### src/sv/mil_pkg.sv
// shared types and constants for the message id lookup table
// field widths, lane layout of the key memory, request and response beats
// no dependencies
package mil_pkg;

  localparam int MIL_NUM_ENTRIES = 32;
  localparam int MIL_KEY_W       = 29;
  localparam int MIL_HANDLE_W    = 16;
  localparam int MIL_LANES       = 4;
  localparam int MIL_LANE_W      = 2;

  typedef enum logic {
    FUNC_INSERT = 1'b0,
    FUNC_FIND   = 1'b1
  } mil_func_t;

  typedef struct packed {
    mil_func_t                 func;
    logic [MIL_KEY_W-1:0]      msg_key;
    logic [MIL_HANDLE_W-1:0]   handle_in;
  } mil_req_t;

  typedef struct packed {
    logic                      accepted;
    logic                      found;
    logic [MIL_HANDLE_W-1:0]   handle_out;
  } mil_rsp_t;

endpackage

### src/sv/mil_key_mem.sv
// key memory: rows of MIL_LANES keys, one lane written, one row read per cycle
// read data registered
// depends on mil_pkg
module mil_key_mem
  import mil_pkg::*;
#(
  parameter int ROWS  = 8,
  parameter int ROW_W = 3
) (
  input  logic                                 clk,
  input  logic                                 wr_en,
  input  logic [ROW_W-1:0]                     wr_row,
  input  logic [MIL_LANE_W-1:0]                wr_lane,
  input  logic [MIL_KEY_W-1:0]                 wr_key,
  input  logic                                 rd_en,
  input  logic [ROW_W-1:0]                     rd_row,
  output logic [MIL_LANES-1:0][MIL_KEY_W-1:0]  rd_data
);

  logic [MIL_LANES-1:0][MIL_KEY_W-1:0] mem [ROWS];

  always_ff @(posedge clk) begin
    if (wr_en) begin
      mem[wr_row][wr_lane] <= wr_key;
    end
  end

  always_ff @(posedge clk) begin
    if (rd_en) begin
      rd_data <= mem[rd_row];
    end
  end

endmodule

### src/sv/mil_handle_mem.sv
// handle memory: one handle per entry slot
// single write port, single read port, read data registered
// depends on mil_pkg
module mil_handle_mem
  import mil_pkg::*;
#(
  parameter int DEPTH  = 32,
  parameter int SLOT_W = 5
) (
  input  logic                     clk,
  input  logic                     wr_en,
  input  logic [SLOT_W-1:0]        wr_slot,
  input  logic [MIL_HANDLE_W-1:0]  wr_handle,
  input  logic                     rd_en,
  input  logic [SLOT_W-1:0]        rd_slot,
  output logic [MIL_HANDLE_W-1:0]  rd_data
);

  logic [MIL_HANDLE_W-1:0] mem [DEPTH];

  always_ff @(posedge clk) begin
    if (wr_en) begin
      mem[wr_slot] <= wr_handle;
    end
  end

  always_ff @(posedge clk) begin
    if (rd_en) begin
      rd_data <= mem[rd_slot];
    end
  end

endmodule

### src/sv/message_id_lookup_table.sv
// message id lookup table: bounded map from 29-bit message id to 16-bit handle
// a scan reads the key rows in order until a hit or the last filled row (4 keys a row,
// one row read a cycle); a find hit then adds a read of the handle memory
// empty store or full-store insert: done the cycle after accept; one item at a time
// sync reset clears the entry count and control; memories are not cleared
// done is a one-cycle strobe, the receiver cannot stall it
module message_id_lookup_table
  import mil_pkg::*;
#(
  parameter int NUM_ENTRIES = MIL_NUM_ENTRIES
) (
  input  logic     clk,
  input  logic     rst,
  input  logic     start,
  input  mil_req_t req,
  output logic     busy,
  output logic     done,
  output mil_rsp_t rsp
);

  localparam int ROWS   = (NUM_ENTRIES + MIL_LANES - 1) / MIL_LANES;
  localparam int ROW_W  = (ROWS > 1) ? $clog2(ROWS) : 1;
  localparam int SLOT_W = ROW_W + MIL_LANE_W;
  localparam int CNT_W  = SLOT_W + 1;

  typedef enum logic [2:0] {
    ST_IDLE  = 3'b001,
    ST_SCAN  = 3'b010,
    ST_HWAIT = 3'b100
  } state_t;

  state_t                  state;
  mil_func_t               func_q;
  logic [MIL_KEY_W-1:0]    key_q;
  logic [MIL_HANDLE_W-1:0] hin_q;
  logic [CNT_W-1:0]        count;
  logic [ROW_W-1:0]        rd_row;
  logic                    issuing;
  logic                    chk_valid;
  logic [ROW_W-1:0]        chk_row;

  logic                                 accept;
  logic                                 full;
  logic                                 empty;
  logic [CNT_W-1:0]                     count_m1;
  logic [ROW_W-1:0]                     last_row;
  logic [MIL_LANES-1:0][MIL_KEY_W-1:0]  row_data;
  logic [MIL_LANES-1:0]                 lane_hit;
  logic                                 hit;
  logic [MIL_LANE_W-1:0]                hit_lane;
  logic                                 at_last;
  logic                                 key_rd_en;
  logic                                 wr_en;
  logic [SLOT_W-1:0]                    wr_slot;
  logic [MIL_KEY_W-1:0]                 wr_key;
  logic [MIL_HANDLE_W-1:0]              wr_handle;
  logic                                 h_rd_en;
  logic [MIL_HANDLE_W-1:0]              h_rd_data;
  logic                                 done_next;
  mil_rsp_t                             rsp_next;

  assign busy     = (state != ST_IDLE);
  assign accept   = start && !busy;
  assign full     = (count >= CNT_W'(NUM_ENTRIES));
  assign empty    = (count == '0);
  assign count_m1 = count - CNT_W'(1);
  assign last_row = count_m1[SLOT_W-1:MIL_LANE_W];
  assign at_last  = (chk_row == last_row);

  // lane compare, masked to lanes below the fill count
  always_comb begin
    for (int l = 0; l < MIL_LANES; l++) begin
      lane_hit[l] = (CNT_W'({chk_row, MIL_LANE_W'(l)}) < count) && (row_data[l] == key_q);
    end
  end

  always_comb begin
    hit      = 1'b0;
    hit_lane = '0;
    for (int l = MIL_LANES - 1; l >= 0; l--) begin
      if (lane_hit[l]) begin
        hit      = 1'b1;
        hit_lane = MIL_LANE_W'(l);
      end
    end
  end

  assign key_rd_en = (state == ST_SCAN) && issuing;
  assign h_rd_en   = (state == ST_SCAN) && chk_valid && hit && (func_q == FUNC_FIND);

  // new entry goes at the fill count: straight from the request when the store is empty
  always_comb begin
    wr_en     = 1'b0;
    wr_key    = key_q;
    wr_handle = hin_q;
    wr_slot   = count[SLOT_W-1:0];
    case (state)
      ST_IDLE: begin
        wr_en     = accept && (req.func == FUNC_INSERT) && empty;
        wr_key    = req.msg_key;
        wr_handle = req.handle_in;
      end
      ST_SCAN: begin
        wr_en = chk_valid && !hit && at_last && (func_q == FUNC_INSERT);
      end
      ST_HWAIT: begin
        wr_en = 1'b0;
      end
      default: begin
        wr_en = 1'b0;
      end
    endcase
  end

  // result beat contents and strobe
  always_comb begin
    done_next = 1'b0;
    rsp_next  = rsp;
    case (state)
      ST_IDLE: begin
        if (accept && ((req.func == FUNC_INSERT && full) || empty)) begin
          done_next         = 1'b1;
          rsp_next          = '0;
          rsp_next.accepted = (req.func == FUNC_INSERT) && !full;
        end
      end
      ST_SCAN: begin
        if (chk_valid && (hit || at_last) && !(func_q == FUNC_FIND && hit)) begin
          done_next         = 1'b1;
          rsp_next          = '0;
          rsp_next.accepted = (func_q == FUNC_INSERT);
        end
      end
      ST_HWAIT: begin
        done_next           = 1'b1;
        rsp_next            = '0;
        rsp_next.found      = 1'b1;
        rsp_next.handle_out = h_rd_data;
      end
      default: begin
        done_next = 1'b0;
      end
    endcase
  end

  mil_key_mem #(
    .ROWS  (ROWS),
    .ROW_W (ROW_W)
  ) u_key_mem (
    .clk     (clk),
    .wr_en   (wr_en),
    .wr_row  (wr_slot[SLOT_W-1:MIL_LANE_W]),
    .wr_lane (wr_slot[MIL_LANE_W-1:0]),
    .wr_key  (wr_key),
    .rd_en   (key_rd_en),
    .rd_row  (rd_row),
    .rd_data (row_data)
  );

  mil_handle_mem #(
    .DEPTH  (ROWS * MIL_LANES),
    .SLOT_W (SLOT_W)
  ) u_handle_mem (
    .clk       (clk),
    .wr_en     (wr_en),
    .wr_slot   (wr_slot),
    .wr_handle (wr_handle),
    .rd_en     (h_rd_en),
    .rd_slot   ({chk_row, hit_lane}),
    .rd_data   (h_rd_data)
  );

  always_ff @(posedge clk) begin
    if (rst) begin
      state     <= ST_IDLE;
      count     <= '0;
      done      <= 1'b0;
      issuing   <= 1'b0;
      chk_valid <= 1'b0;
    end else begin
      done <= done_next;
      rsp  <= rsp_next;
      if (wr_en) begin
        count <= count + CNT_W'(1);
      end
      case (state)
        ST_IDLE: begin
          if (accept) begin
            func_q <= req.func;
            key_q  <= req.msg_key;
            hin_q  <= req.handle_in;
            if (!(req.func == FUNC_INSERT && full) && !empty) begin
              state     <= ST_SCAN;
              rd_row    <= '0;
              issuing   <= 1'b1;
              chk_valid <= 1'b0;
            end
          end
        end
        ST_SCAN: begin
          if (chk_valid && (hit || at_last)) begin
            issuing   <= 1'b0;
            chk_valid <= 1'b0;
            if (func_q == FUNC_FIND && hit) begin
              state <= ST_HWAIT;
            end else begin
              state <= ST_IDLE;
            end
          end else begin
            chk_valid <= issuing;
            chk_row   <= rd_row;
            if (issuing) begin
              if (rd_row == last_row) begin
                issuing <= 1'b0;
              end else begin
                rd_row <= rd_row + ROW_W'(1);
              end
            end
          end
        end
        ST_HWAIT: begin
          state <= ST_IDLE;
        end
        default: begin
          state <= ST_IDLE;
        end
      endcase
    end
  end

`ifndef SYNTHESIS
  a_count_bound: assert property (@(posedge clk) disable iff (rst)
    count <= CNT_W'(NUM_ENTRIES))
    else $error("entry count above capacity");

  a_count_step: assert property (@(posedge clk) disable iff (rst)
    (count != $past(count)) |-> ($past(rst) || (done && count == $past(count) + CNT_W'(1))))
    else $error("entry count moved without an insert beat");

  a_busy_ends_with_beat: assert property (@(posedge clk) disable iff (rst)
    $fell(busy) |-> (done || $past(rst)))
    else $error("busy dropped without a result beat");

  a_rsp_exclusive: assert property (@(posedge clk) disable iff (rst)
    done |-> !(rsp.accepted && rsp.found))
    else $error("result beat both accepted and found");

  a_hwait_find_only: assert property (@(posedge clk) disable iff (rst)
    (state == ST_HWAIT) |-> (func_q == FUNC_FIND))
    else $error("handle read wait on an insert");
`endif

endmodule
### config.mk
export PLATFORM = sky130hd
export DESIGN_NAME = message_id_lookup_table
export DESIGN_NICKNAME = d
export VERILOG_FILES = /design/src/sv/mil_pkg.sv /design/src/sv/mil_key_mem.sv /design/src/sv/mil_handle_mem.sv /design/src/sv/message_id_lookup_table.sv
export SDC_FILE = /design/constraint.sdc
export NUM_CORES = 2
export LEC_CHECK = 0
export BUFFER_PORTS_ARGS = -buffer_cell sky130_fd_sc_hd__buf_2
export CAP_MARGIN = 20
export CORE_ASPECT_RATIO = 1.25
export CORE_UTILIZATION = 60
export DETAILED_ROUTE_END_ITERATION = 6
export GPL_TIMING_DRIVEN = 0
export PLACE_DENSITY = 0.76
export SETUP_SLACK_MARGIN = 0.05
export SLEW_MARGIN = 20
export SYNTH_ARGS = -nofsm -noshare
export SYNTH_HDL_FRONTEND = slang
export SYNTH_SLANG_ARGS = --single-unit
### constraint.sdc
create_clock -name clk -period 18.2 [get_ports clk]
set_input_delay 0.91 -clock clk [delete_from_list [all_inputs] [get_ports clk]]
set_output_delay 0.91 -clock clk [all_outputs]
set_load 0.02 [all_outputs]
After elaboration in Yosys (flattened, before gate mapping)
Memories as Yosys holds them, arrays and structs flattened. A register that Yosys moved wholly into a read port is not among the register bits. Index checks and enable logic that the tools add are counted.

Magnitude comparators: 7. Multiplexer cells: 43. Bitwise operators: 4. $add $sub $neg: 3. Equal/unequal tests: 18. Reduce and logical (&&, ||, !) cells: 39.

Operator list (count): $eq 29x29->1 (4); $mux 116 (1); $demux 29 s2 (1); $mux 29 (2); $pmux 18 s3 (1); $mux 18 (2); $mux 3 (9); $lt 5x6->1 (4); $logic_and 1x1->1 (22); $mux 1 (16); $mux 16 (1); $ne 2x2->1 const B (6); $pmux 3 s2 (2); $reduce_and 3->1 (4); $mux 2 (4); $reduce_and 7->1 (1); $add 6x1->6 const B (1); $eq 3x3->1 (2); $ge 6x6->1 const B (1); $logic_not 1->1 (6); $logic_not 6->1 (1); $pmux 1 s2 (3); $sub 5x1->5 const B (1); $ne 2x1->1 const B (2); 13 further kinds (17).

Input bits: 49. RAM bits: 1440. Memories: 2. Word-level logic and storage cells: 129. Flip-flop bits (word level): 82.

Memories: u_key_mem.mem (depth 8, bits a word 116, read ports 1, clocked after memory_dff 1, wr ports 1, RTL line mil_key_mem.sv:20) `logic [MIL_LANES-1:0][MIL_KEY_W-1:0] mem [ROWS];`; u_handle_mem.mem (depth 32, bits a word 16, read ports 1, clocked after memory_dff 1, wr ports 1, RTL line mil_handle_mem.sv:19) `logic [MIL_HANDLE_W-1:0] mem [DEPTH];`.

Depth between registers and ports, before layout
Depth after elaboration: 13. Mapped depth: 16.

Cells and area by module
A second synthesis with hierarchy kept.

Cell total of the unflattened synthesis: 3218. Area, all modules: 64745.8 um^2.

By module, submodules not included: mil_key_mem (instances 1, area an instance 38597.0 um^2, cells an instance 1502); mil_handle_mem (instances 1, area an instance 20694.8 um^2, cells an instance 1143); message_id_lookup_table (instances 1, area an instance 5454.0 um^2, cells an instance 573).

Worst setup path after synthesis
No wires, ideal clock.

Path kind: register to register. Start: register state[2]. End: register chk_valid. Clock period less this slack: 6234 ps. Slack: 11966 ps. Stages on the path, launching flop included: 6. Arrival: 6148 ps. Buffers on the path: 0. Path through: dfxtp_1 > nor2_1 > nand2_1 > nor2_1 > a22oi_1 > nor2_1.

Cells in the longest elaborated chain, start to end: 5. Elaborated cells between the ends (all ways): 10. Those cells by class: eq/ne (5); mux (1); reduce/logical (4).

Ends and longest elaborated chain: start, declared (RTL line message_id_lookup_table.sv:32) `state_t state;`; start signal, assigned (RTL line message_id_lookup_table.sv:175) `state <= ST_IDLE;`; start signal, assigned (RTL line message_id_lookup_table.sv:193) `state <= ST_SCAN;`; start signal, assigned (RTL line message_id_lookup_table.sv:205) `state <= ST_HWAIT;`; $ne 3x1->1 (RTL line message_id_lookup_table.sv:62) `assign busy = (state != ST_IDLE);`; $logic_not 1->1 (RTL line message_id_lookup_table.sv:63) `assign accept = start && !busy;`; $logic_and 1x1->1 (RTL line message_id_lookup_table.sv:63); $ne 2x2->1 (no source line); $reduce_and 3->1 (no source line); end signal, assigned (RTL line message_id_lookup_table.sv:210) `chk_valid <= issuing;`; end, declared (RTL line message_id_lookup_table.sv:39) `logic chk_valid;`.

Parallel ways exist; a longest one is shown, timed or not. A chain may end at the register's enable or synchronous reset.

Worst setup path in the final report
Start: register chk_row[0]. End: memory u_key_mem.mem[0][36] (netlist bit), enable pin.

Cells in the longest elaborated chain, start to end: 13. Elaborated cells between the ends (all ways): 20. Those cells by class: order compare (4); eq/ne (1); mux (7); reduce/logical (8).

Ends and longest elaborated chain: start, declared (RTL line message_id_lookup_table.sv:40) `logic [ROW_W-1:0] chk_row;`; start signal, assigned (RTL line message_id_lookup_table.sv:211) `chk_row <= rd_row;`; $lt 5x6->1 (RTL line message_id_lookup_table.sv:73) `lane_hit[l] = (CNT_W'({chk_row, MIL_LANE_W'(l)}) < count) && (row_data[l] == key_q);`; $logic_and 1x1->1 (RTL line message_id_lookup_table.sv:73); $mux 1 (4 in series) (RTL line message_id_lookup_table.sv:81) `if (lane_hit[l]) begin`; $logic_not 1->1 (RTL line message_id_lookup_table.sv:104) `wr_en = chk_valid && !hit && at_last && (func_q == FUNC_INSERT);`; $logic_and 1x1->1 (RTL line message_id_lookup_table.sv:104); $logic_and 1x1->1 * (2 in series) (RTL line message_id_lookup_table.sv:104); $pmux 1 s2 * (RTL line message_id_lookup_table.sv:97) `case (state)`; $mux 1 * (RTL line mil_key_mem.sv:23) `if (wr_en) begin`; $mux 116 (implied by the code) * (RTL line mil_key_mem.sv:24) `mem[wr_row][wr_lane] <= wr_key;`; end, declared (RTL line mil_key_mem.sv:20).

Mark *: on every way between the ends. The rest lies on a longest branch, timed or not.

==> impl_summary.txt <==
----------------------------------------------------
[Outcome]
  Outcome ... finished with violations
  Failing checks ... DRC

[Worst setup path]
  Sort of element at the start of the critical path ... flip-flop
  Type of element capturing the critical path ... flip-flop
  Critical Path RT ... 18.69 ns
  Worst EP arrival ... 6.96 ns
  Kind of critical path ... flip-flop to flip-flop
  Crit Path Max Fanout ... 15

[STA]
  Final setup violation count ... 0
  Count of final max-slew check failures ... 0
  Final period util ... 35.6%
  Sum Neg Setup Slack ... 0 ns
  Setup repair after global routing missed its margin ... false
  Minimum clock period ... 6.47 ns
  Worst-case headroom to the max-slew limit ... 17.0%
  Highest Clock Rate ... 154 MHz
  Worst path setup slack after routing ... 11.73 ns
  Fin Clk Skew ... 0.0600 ns
  Fin. Hold Viols ... 0
  Worst Max-Slew Pin Slew ... 1.23 ns

[Synth]
  Combined area of all synthesized cells ... 63800 sq um
  Number of library cell types mapped by synthesis ... 62
  Syn Nets ... 3359
  Cells taking the most area after synthesis ... sky130_fd_sc_hd__edfxtp_1 (77%), sky130_fd_sc_hd__mux4_2 (8.2%), sky130_fd_sc_hd__mux2_2 (2.1%)
  Most used DFF post-synth ... sky130_fd_sc_hd__edfxtp_1
  Average footprint of a synthesized cell ... 19.3 sq um
  Yosys warnings ... 0
  Fraction of synthesized cell area taken by the top area cell type ... 77.2%
  FFs w/ async S/R, synth ... 0%
  Number of cells produced by synthesis ... 3300
  Number of enable flip-flop cells after synthesis ... 1642
  Synth Register Bits ... 1654
  Part of the Yosys area used for sequential elements ... 77.6%
  Cell taking the most area after synthesis ... sky130_fd_sc_hd__edfxtp_1

[Run]
  Max-cap violation count ... 0

[Placement]
  Worst slack at placement ... 11.87 ns
  Count of input and output buffers ... 68
  Cells after DPL ... 4857
  Total half-perimeter wirelength after legalization and detailed placement ... 109 mm
  Placer's final routability congestion estimate ... 0.924

[GRT]
  Global-route usage over all layers ... 31.0%
  Global route total overflow ... 0
  Global-route wire length before repair ... 235 mm
  Number of global-route vias before repair ... 33800
  Number of antenna violations at the first check in global routing ... 2
  Pin count of the biggest net entering global routing ... 33

[Clock tree]
  Buffers inserted by post-CTS timing repair ... 0
  Clock sink count ... 1654
  H-tree depth ... 4
  Skew-Pair Late Insertion Delay ... 0.80 ns
  CTS Root Buffer Type ... sky130_fd_sc_hd__clkbuf_16
  Post-cts resize count ... 0
  Clock transition at path regs ... 0.07 ns
  Buffers from clock root to sink, at most ... 3
  CTS tree ... done
  Post-CTS Hold Fix Bufs ... 0
  Num CTS Buffers ... 152

[Route]
  Via density ... 6.65
  Via count ... 34200
  DRC viols ... 2
  Detailed Routing Iterations Pass 1 ... 7
  Detailed-route wire length per cell ... 32.0 um
  Routed WL ... 164 mm
  Final ANT Viol Nets ... 0
  Initial drt markers ... 4573

[Cells and area]
  Count of fill cells added during filler insertion ... 6228
  Layout area overhead ... 14.4%
  Number of nets in the layout ... 3659
  Highest-count cells in the layout ignoring fill and taps ... sky130_fd_sc_hd__edfxtp_1 (1642), sky130_fd_sc_hd__mux4_2 (232), sky130_fd_sc_hd__nand2_1 (193)
  Final standard cell count with taps included and fillers excluded ... 5147
  Most common library cell in the layout ignoring fill and taps ... sky130_fd_sc_hd__edfxtp_1
  Layout Utilization ... 69.3%
  Proportion of layout cells with a drive suffix above 1 ... 23.1%

[Power]
  Power, Total ... 10.1 mW
  Switching portion of total power ... 27.8%
  Net load switching power ... 2.80 mW
  Internal ... 7.27 mW
  Peak supply drop ... 0.115 mV
  Power density over the cells ... 138 nW/um^2
  Share of power burned in combinational logic ... 18.4%
  Leakage component of the power ... 23.0 nW
  Sequential group share of total power ... 49.9%
  Clock group share of total power ... 31.7%

[Floorplan]
  Total die area ... 108000 sq um
  Number of I/O pins ... 69
  Standard-cell rows ... 133
  Core area ... 105000 sq um
  Die height ... 367 um
  Initial Util ... 60.6%
  Horizontal die dimension ... 294 um

[Worst hold path]
  Type of the tightest min-delay check ... input port to flip-flop

----------------------------------------------------
## synthesized netlist by cell type (all sizes together) (16+ instances only)
master	number
a21oi	25
mux2i	79
mux4	232
nor4	33
o21ai	25
xor2	67
and2	20
edfxtp	1642
nor3	129
clkbuf	125
nand4	20
o221ai	56
buf	65
mux2	118
nor2	157
nand3	23
a221oi	16
nand2	221
xnor2	61
## metrics by stage
| stage | instance area, sq um | hold slack, ns |
|---|---|---|
| finish | 73000 | 0.308 |
| CTS | 72800 | 0.272 |
| floorplan | 63800 | 0.424 |
| global route | 73000 | 0.298 |
| global placement | 66000 | 0.433 |
| detailed placement | 67800 | 0.438 |
## worst max-delay path, stage by stage (launching register included)
cell and delay (ns):
sky130_fd_sc_hd__edfxtp_1 0.47, sky130_fd_sc_hd__buf_1 0.59, sky130_fd_sc_hd__clkinv_1 0.58, sky130_fd_sc_hd__ha_1 0.37, sky130_fd_sc_hd__nand2b_1 0.14, sky130_fd_sc_hd__a21oi_1 0.43, sky130_fd_sc_hd__or4_4 0.30, sky130_fd_sc_hd__buf_2 0.25
sky130_fd_sc_hd__nand4_1 0.23, sky130_fd_sc_hd__o21ai_1 0.65, sky130_fd_sc_hd__nand2_1 0.53, sky130_fd_sc_hd__clkbuf_1 0.58, sky130_fd_sc_hd__nor2_4 0.76, sky130_fd_sc_hd__buf_16 0.24
## power by group through the flow
stage	Sequential (mW)	Clock [mW]	Combinational, mW
2_1_floorplan	5.10	0	0.998
3_3_place_gp	5.14	0	1.65
3_5_place_dp	5.13	0	1.77
4_1_cts	5.05	3.21	1.78
5_1_grt	5.03	3.34	1.93
6_report	5.03	3.20	1.85
## registers in the layout (all words and copies together), names as in the netlist, 6 cells and up
name                  cells
u_key_mem.mem           928
u_handle_mem.mem        512
u_key_mem.rd_data       116
key_q                    29
rsp                      18
hin_q                    16
u_handle_mem.rd_data     16
count                     6
## cell families (layout without fill, tap and decap cells)
logic type      after synthesis  after routing  share of synthesized area (%)
flops                      1654           1654                           77.6
simple gates                644            644                           4.63
mux                         429            429                           11.5
compound gates              231            231                           2.95
buf+inv                     204            632                           1.36
xor+xnor                    128            128                           1.76
fa+ha+maj                    10             10                          0.196
other cells                   0              2                              0
## worst paths after layout
| check | from | endpoint | slack [ns] | depth (start not counted) |
|---|---|---|---|---|
| worst max register to register | chk_row[0] | u_key_mem.mem[0][36] | 11.73 | 13 |
| worst min register to register | rd_row[2] | chk_row[2] | 0.45 | 0 |
| worst min-delay path | req[2] | hin_q[2] | 0.31 | 1 |
| worst max-delay path | chk_row[0] | u_key_mem.mem[0][36] | 11.73 | 13 |
## routing by layer
| metal | vias up | part of all wire, % | track usage [%] |
|---|---|---|---|
| met5 | - | 0 | 0 |
| met3 | 547 | 8.9 | 5.45 |
| met2 | 2363 | 50 | 50.6 |
| li1 | 13900 | - | - |
| met4 | 0 | 7.2 | 19.5 |
| met1 | 17400 | 34 | 38.9 |
## final cells by class
type | instances | area [sq um] | area share, %
inverter | 14 | 52.6 | 0.0720
buffer | 190 | 827 | 1.13
tap | 1417 | 1770 | 2.43
antenna | 2 | 5.00 | 0.00686
timing repair buffer | 146 | 1930 | 2.64
multi-input combinational | 1442 | 13900 | 19.0
clock inverter | 94 | 1030 | 1.41
clock buffer | 188 | 3980 | 5.45
sequential | 1654 | 49500 | 67.9
Power figures use the tool's default switching activity.
